File: src/rtl/fcmvp_pkg.sv
// Shared types and codes for the finite-context-method value predictor.
`default_nettype none

package fcmvp_pkg;

   localparam int VALUE_WIDTH = 64;

   // Input kind codes carried in req_tuser.
   localparam logic ACT_LOOKUP = 1'b0;
   localparam logic ACT_UPDATE = 1'b1;

   // Classified command as it sits in the queue between front and back.
   typedef struct packed {
      logic                   action;
      logic                   step_down;
      logic [VALUE_WIDTH-1:0] value;
   } cmd_type;

   typedef enum logic [1:0] {
      ST_CLEAR,
      ST_IDLE,
      ST_ROW,
      ST_VALUE
   } back_state_type;

endpackage

`default_nettype wire

File: src/rtl/fcmvp_front.sv
// Front end: accepts request transfers, classifies them and queues commands.
`default_nettype none

module fcmvp_front #(
   parameter int HISTORY_ENTRIES = 1024
) (
   input  wire logic                          clock,
   input  wire logic                          reset,
   input  wire logic                          req_tvalid,
   output      logic                          req_tready,
   input  wire logic [135:0]                  req_tdata,
   input  wire logic                          req_tuser,
   input  wire logic                          clearing,
   input  wire logic                          pop,
   output      logic                          head_valid,
   output      fcmvp_pkg::cmd_type            head_cmd,
   output      logic [$clog2(HISTORY_ENTRIES)-1:0] head_entry
);

   localparam int HIDX = $clog2(HISTORY_ENTRIES);

   fcmvp_pkg::cmd_type  q_cmd_ff   [2];
   logic [HIDX-1:0]     q_entry_ff [2];
   logic                wr_ptr_ff, wr_ptr_in;
   logic                rd_ptr_ff, rd_ptr_in;
   logic [1:0]          cnt_ff, cnt_in;
   logic                enq;
   fcmvp_pkg::cmd_type  new_cmd;

   assign req_tready = (cnt_ff != 2'd2) && !clearing;
   assign enq        = req_tvalid && req_tready;

   // Training direction is resolved here so the back end only sees one flag.
   always_comb begin
      new_cmd.action    = req_tuser;
      new_cmd.step_down = req_tdata[64] && !req_tdata[65];
      new_cmd.value     = req_tdata[129:66];
   end

   assign head_valid = (cnt_ff != 2'd0);
   assign head_cmd   = q_cmd_ff[rd_ptr_ff];
   assign head_entry = q_entry_ff[rd_ptr_ff];

   always_comb begin
      wr_ptr_in = enq ? !wr_ptr_ff : wr_ptr_ff;
      rd_ptr_in = pop ? !rd_ptr_ff : rd_ptr_ff;
      case ({enq, pop})
         2'b10:   cnt_in = cnt_ff + 2'd1;
         2'b01:   cnt_in = cnt_ff - 2'd1;
         default: cnt_in = cnt_ff;
      endcase
   end

   always_ff @(posedge clock) begin
      if (reset) begin
         wr_ptr_ff <= 1'b0;
         rd_ptr_ff <= 1'b0;
         cnt_ff    <= 2'd0;
      end else begin
         wr_ptr_ff <= wr_ptr_in;
         rd_ptr_ff <= rd_ptr_in;
         cnt_ff    <= cnt_in;
      end
   end

   always_ff @(posedge clock) begin
      if (enq) begin
         q_cmd_ff[wr_ptr_ff]   <= new_cmd;
         q_entry_ff[wr_ptr_ff] <= req_tdata[HIDX-1:0];
      end
   end

endmodule

`default_nettype wire

File: config.mk
export PLATFORM = sky130hd
export DESIGN_NAME = fcmvp_front
export DESIGN_NICKNAME = d
export VERILOG_FILES = /design/src/rtl/fcmvp_pkg.sv /design/src/rtl/fcmvp_front.sv
export SDC_FILE = /design/constraint.sdc
export NUM_CORES = 1
export LEC_CHECK = 0
export BUFFER_PORTS_ARGS = -buffer_cell sky130_fd_sc_hd__buf_2
export CAP_MARGIN = 40
export CORE_UTILIZATION = 52
export DETAILED_ROUTE_END_ITERATION = 12
export PLACE_DENSITY = 0.95
export SYNTH_ARGS = -nofsm -noshare
export SYNTH_HDL_FRONTEND = slang
export SYNTH_SLANG_ARGS = --single-unit
File: constraint.sdc
create_clock -name clock -period 6.1 [get_ports clock]
set_input_delay 0.305 -clock clock [delete_from_list [all_inputs] [get_ports clock]]
set_output_delay 0.305 -clock clock [all_outputs]
set_load 0.01 [all_outputs]
**Yosys cells after proc, flatten, opt, wreduce, memory -nomap -nowiden**

Memories as Yosys holds them, arrays and structs flattened. A register that Yosys moved wholly into a read port is not among the register bits.
Index checks and enable logic that the tools add are counted.

- Register bits: 4
- Bits in writable memories: 152
- Bits of input ports: 142
- Output and inout bits: 78
- Word-level logic and storage cells: 26
- Memories kept: 2

Memories:

| name | words | bits a word | rd ports | clocked after Yosys merged registers in | wr ports | line | text |
|---|---|---|---|---|---|---|---|
| q_cmd_ff | 2 | 66 | 1 | 1 | 1 | fcmvp_front.sv:22 | `fcmvp_pkg::cmd_type q_cmd_ff [2];` |
| q_entry_ff | 2 | 10 | 1 | 1 | 1 | fcmvp_front.sv:23 | `logic [HIDX-1:0] q_entry_ff [2];` |

- Add/sub/neg operators: 2
- Equality and inequality tests: 3
- Mux-type cells: 7
- Reductions and logical operators: 9

Operators with widths:

| cell | number |
|---|---|
| 1-bit two-way mux | 6 |
| 1-bit logical NOT | 4 |
| 2-bit case mux with 2 select lines | 1 |
| 2-bit nonzero test | 2 |
| 1-bit logical AND | 3 |
| 2-bit by 1-bit adder with 2-bit output (second input constant) | 1 |
| 2-bit by 1-bit equality test with 1-bit output (second input constant) | 1 |
| 2-bit equality test (second input constant) | 1 |
| 2-bit inequality test (second input constant) | 1 |
| 2-bit by 1-bit subtractor with 2-bit output (second input constant) | 1 |

**Depth between registers and ports, before layout**

- Depth in word-level cells: 5
- Depth in mapped cells: 7
- Depth with buffers taken out: 7

**Worst setup path after synthesis**

Ideal clock, no wire load.

- Path type: reg-to-reg
- Start: register cnt_ff[0]
- End: memory q_cmd_ff[1][0] in the netlist's numbering (enable)
- Library setup time: 443 ps
- Data arrival time: 2541 ps
- Data required time: 5657 ps
- Setup slack: 3116 ps
- Stages on the path, launching flop included: 4
- Buffers on the path: 0
- Period minus slack after synthesis: 2984 ps
- Cells stage by stage: dfxtp_1 nor2b_1 nor2_1 and3_1

- Word-level cells in the longest chain between the ends: 5

RTL lines:

| item | line | text |
|---|---|---|
| start, declared | fcmvp_front.sv:26 | `logic [1:0] cnt_ff, cnt_in;` |
| start signal, assigned | fcmvp_front.sv:62 | `cnt_ff <= cnt_in;` |
| 2-bit inequality test | fcmvp_front.sv:30 | `assign req_tready = (cnt_ff != 2'd2) && !clearing;` |
| 1-bit logical AND | fcmvp_front.sv:30 |  |
| net req_tready | fcmvp_front.sv:10 | `output logic req_tready,` |
| 1-bit logical AND | fcmvp_front.sv:31 | `assign enq = req_tvalid && req_tready;` |
| 1-bit two-way mux | fcmvp_front.sv:67 | `if (enq) begin` |
| 1-bit two-way mux (not written as such) | fcmvp_front.sv:68 | `q_cmd_ff[wr_ptr_ff] <= new_cmd;` |
| end, declared | fcmvp_front.sv:22 |  |

The timed path passes the listed nets, and every way through them passes these cells.

**Worst setup path after layout**

- Start: register cnt_ff[0]
- End: memory q_entry_ff[0][1] in the netlist's numbering (enable)

- Word-level cells in the longest chain between the ends: 5

RTL lines:

| item | line | text |
|---|---|---|
| 2-bit inequality test | fcmvp_front.sv:30 |  |
| 1-bit logical AND | fcmvp_front.sv:30 |  |
| 1-bit logical AND | fcmvp_front.sv:31 |  |
| 1-bit two-way mux | fcmvp_front.sv:67 |  |
| 1-bit two-way mux (not written as such) | fcmvp_front.sv:69 | `q_entry_ff[wr_ptr_ff] <= req_tdata[HIDX-1:0];` |
| end, declared | fcmvp_front.sv:23 |  |

Every way passes these cells.

==> results.sh <==
export IMPL_critPathLaunchType="register"
export IMPL_clkSinkCount=157
export IMPL_critPathTopFamily="buffers and inverters"
export IMPL_crit_path_max_incr_delay_ns=0.55
export IMPL_gr_max_usage_layer="met2"
export IMPL_seq_power_share=0.468
export IMPL_endpoint_kind="register"
export IMPL_synth_most_common_cell="edfxtp_1"
export IMPL_period_share=0.387
export IMPL_report_final_slew_viol_count=0
export IMPL_crit_buf_inv=2
export IMPL_finClkSkew_ns=0.00602
export IMPL_die_h_um=107
export IMPL_vias_per_cell=4.90
export IMPL_powerDensity_mw_per_mm2=332
export IMPL_die_w_um=107
export IMPL_worst_ep_arrival_time_ns=2.51
export IMPL_fin_crit_ns=2.36
export IMPL_finalSetupViolations=0
export IMPL_ios=220
export IMPL_synth_area_leaders="edfxtp_1 (80%), mux2_2 (15%), dfxtp_1 (1.8%)"
export IMPL_ant_nets=0
export IMPL_grt_pass1_wl_mm=17.4
export IMPL_final_hold_viol_count=0
export IMPL_drcViolationCount=0
export IMPL_yosysTopAreaCell="edfxtp_1"
export IMPL_cts_resized=0
export IMPL_async_flop_share=0
export IMPL_path_class="reg -> reg"
export IMPL_core_rowCount=37
export IMPL_ys_types=18
export IMPL_clkTransAtPathRegs_ns=0.06
export IMPL_gp_congestion=0.697
export IMPL_clkPwrFrac=0.429
export IMPL_status="completed"
export IMPL_pwr_share_comb=0.103
export IMPL_rsz0062_at_grt="no"
export IMPL_nets=654
export IMPL_crit_slowest_cell="buf_4"
export IMPL_switching_share=0.194
export IMPL_p_int_mw=2.17
export IMPL_synthCells=262
export IMPL_syn_to_final_growth_pct=42.3
export IMPL_synth_edf_count=152
export IMPL_dp_hpwl_mm=6.52
export IMPL_yosys_most_used_dff="edfxtp_1"
export IMPL_globalRouteOverflowTotal=0
export IMPL_die_area_mm2=0.0114
export IMPL_p_leak_nw=3.07
export IMPL_insertion_delay_ns=0.51
export IMPL_fin_ws_ns=3.74
export IMPL_net_switching_power_mw=0.521
export IMPL_synth_seq_area_share=0.819
export IMPL_drive_gt1_frac=0.513
export IMPL_cp_cell_sequence="nor2b_1, or3_1, clkinv_2, buf_4"
export IMPL_htree_levels=4
export IMPL_clk_path_buf_depth=2
export IMPL_cts_tree="built"
export IMPL_grt_max_degree=65
export IMPL_worstMarginPinSlew_ns=0.690
export IMPL_cts_root_buf="clkbuf_8"
export IMPL_max_freq_ghz=0.424
export IMPL_synthTopCellsByCount="edfxtp_1 (152), mux2_2 (76), buf_4 (5), dfxtp_1 (5), nor2_1 (4)"
export IMPL_placement_io_buffers=159
export IMPL_antenna_found_initial=1
export IMPL_syn_nets=405
export IMPL_cts_buffers=17
export IMPL_gr_usage_all_layers=0.209
export IMPL_synth_top_area_share=0.801
export IMPL_synth_area_mm2=0.00570
export IMPL_hp_class="in -> reg"
export IMPL_drtPass1Iterations=4
export IMPL_place_ws_ns=3.69
export IMPL_drtIter0Drc=124
export IMPL_fin_tns_setup_ns=0
export IMPL_vias=3238
export IMPL_coreArea_mm2=0.0105
export IMPL_grt_util_met2=0.389
export IMPL_grt_pass1_vias=3586
export IMPL_relSlewSlack=0.540
export IMPL_grt_util_met3=0.0711
export IMPL_initial_core_util=0.545
export IMPL_syn_area_per_cell_um2=21.7
export IMPL_ir_worst_vdd_mv=0.193
export IMPL_wirelength_mm=11.2
export IMPL_grt_util_met1=0.215
export IMPL_cap_violations=0
export IMPL_required_ns=6.25
export IMPL_ys_seq_elements=157
export IMPL_yosysWarnings=0
export IMPL_worst_path_max_fanout=39
export IMPL_wire_per_inst_um=16.9
-- metal layers --
layer | wire (um) | up-vias
met5 | 0 | -
met4 | 159 | 0
met3 | 672 | 19
met2 | 6250 | 109
met1 | 4120 | 1569
li1 | - | 1541
-- power groups by stage --
stage               logic, mW  clock network (mW)  registers (mW)
global route            0.299                1.22            1.26
floorplan               0.139                   0            1.27
detailed placement      0.238                   0            1.28
finish                  0.277                1.15            1.26
CTS                     0.277                1.17            1.26
global placement        0.209                   0            1.29
-- cells in the final DEF (no fill, tap or decap) --
cell           count
nor2_1             4
nor2b_1            2
mux2_2            76
clkbuf_8           4
or2_2              1
dlygate4sd3_1     76
diode_2            1
bufinv_16          6
xor2_1             1
xnor2_1            2
and3_4             1
clkbuf_1           5
clkinv_2           2
o21ai_0            2
edfxtp_1         152
buf_16             2
buf_4              1
clkbuf_16         16
a21oi_1            2
nand2b_1           1
dfxtp_1            4
dfxtp_4            1
buf_2            159
ha_1               1
or3_1              2
nand2_1            1
-- metrics by stage --
stage	area [um^2]	hold WS, ns	std cells	utilization	power, mW
6_report	8110	0.0836	661	0.775	2.69
5_1_grt	8110	0.0496	661	0.775	2.78
4_1_cts	8100	0.0513	660	0.775	2.71
3_5_place_dp	6680	0.496	552	0.639	1.52
3_3_place_gp	6630	0.474	550	0.634	1.50
2_1_floorplan	5700	0.374	262	-	1.41
-- final timing paths --
path / from / endpoint / slack (ns) / cells past startpoint
worst min register to register: rd_ptr_ff / rd_ptr_ff / 0.53 / 2
worst max-delay path: cnt_ff[0] / q_entry_ff[0][1] / 3.74 / 4
worst min-delay path: req_tdata[65] / q_cmd_ff[0][64] / 0.08 / 2
worst max register to register: cnt_ff[0] / q_entry_ff[0][1] / 3.74 / 4
-- logic make-up (layout without fill, tap and decap cells) --
| kind of cell | count (synthesis) | in the layout | share of synthesized area |
|---|---|---|---|
| buffers and inverters | 9 | 271 | 0.00988 |
| adders and majority gates | 1 | 1 | 0.00220 |
| other | 0 | 1 | 0 |
| DFF | 157 | 157 | 0.819 |
| muxes | 76 | 76 | 0.150 |
| and+or+nand+nor | 12 | 12 | 0.0110 |
| AOI/OAI and AO/OA | 4 | 4 | 0.00351 |
| xor gates and xnor gates | 3 | 3 | 0.00461 |
-- sequential cells by signal (all words and copies together), names as in the netlist, named ones only --
name        flops
wr_ptr_ff       1
cnt_ff          2
q_entry_ff     20
q_cmd_ff      132
rd_ptr_ff       1
-- repair_timing --
| action | in CTS | in global routing |
|---|---|---|
| hold buffers | 76 | 0 |
| hold endpoints to repair | 155 | 0 |
| buffers inserted | 0 | 0 |
-- layout make-up --
class                   instances  area [um^2]
diodes                          1         2.50
clock buffers                  25          474
clock inverters                 7          185
fillers                       593         2360
inverters                       1         5.00
multi-input cells              96          982
flip-flops and latches        157         4670
well taps                     136          170
repair buffers                238         1620
(Power assumes the default switching activity.)
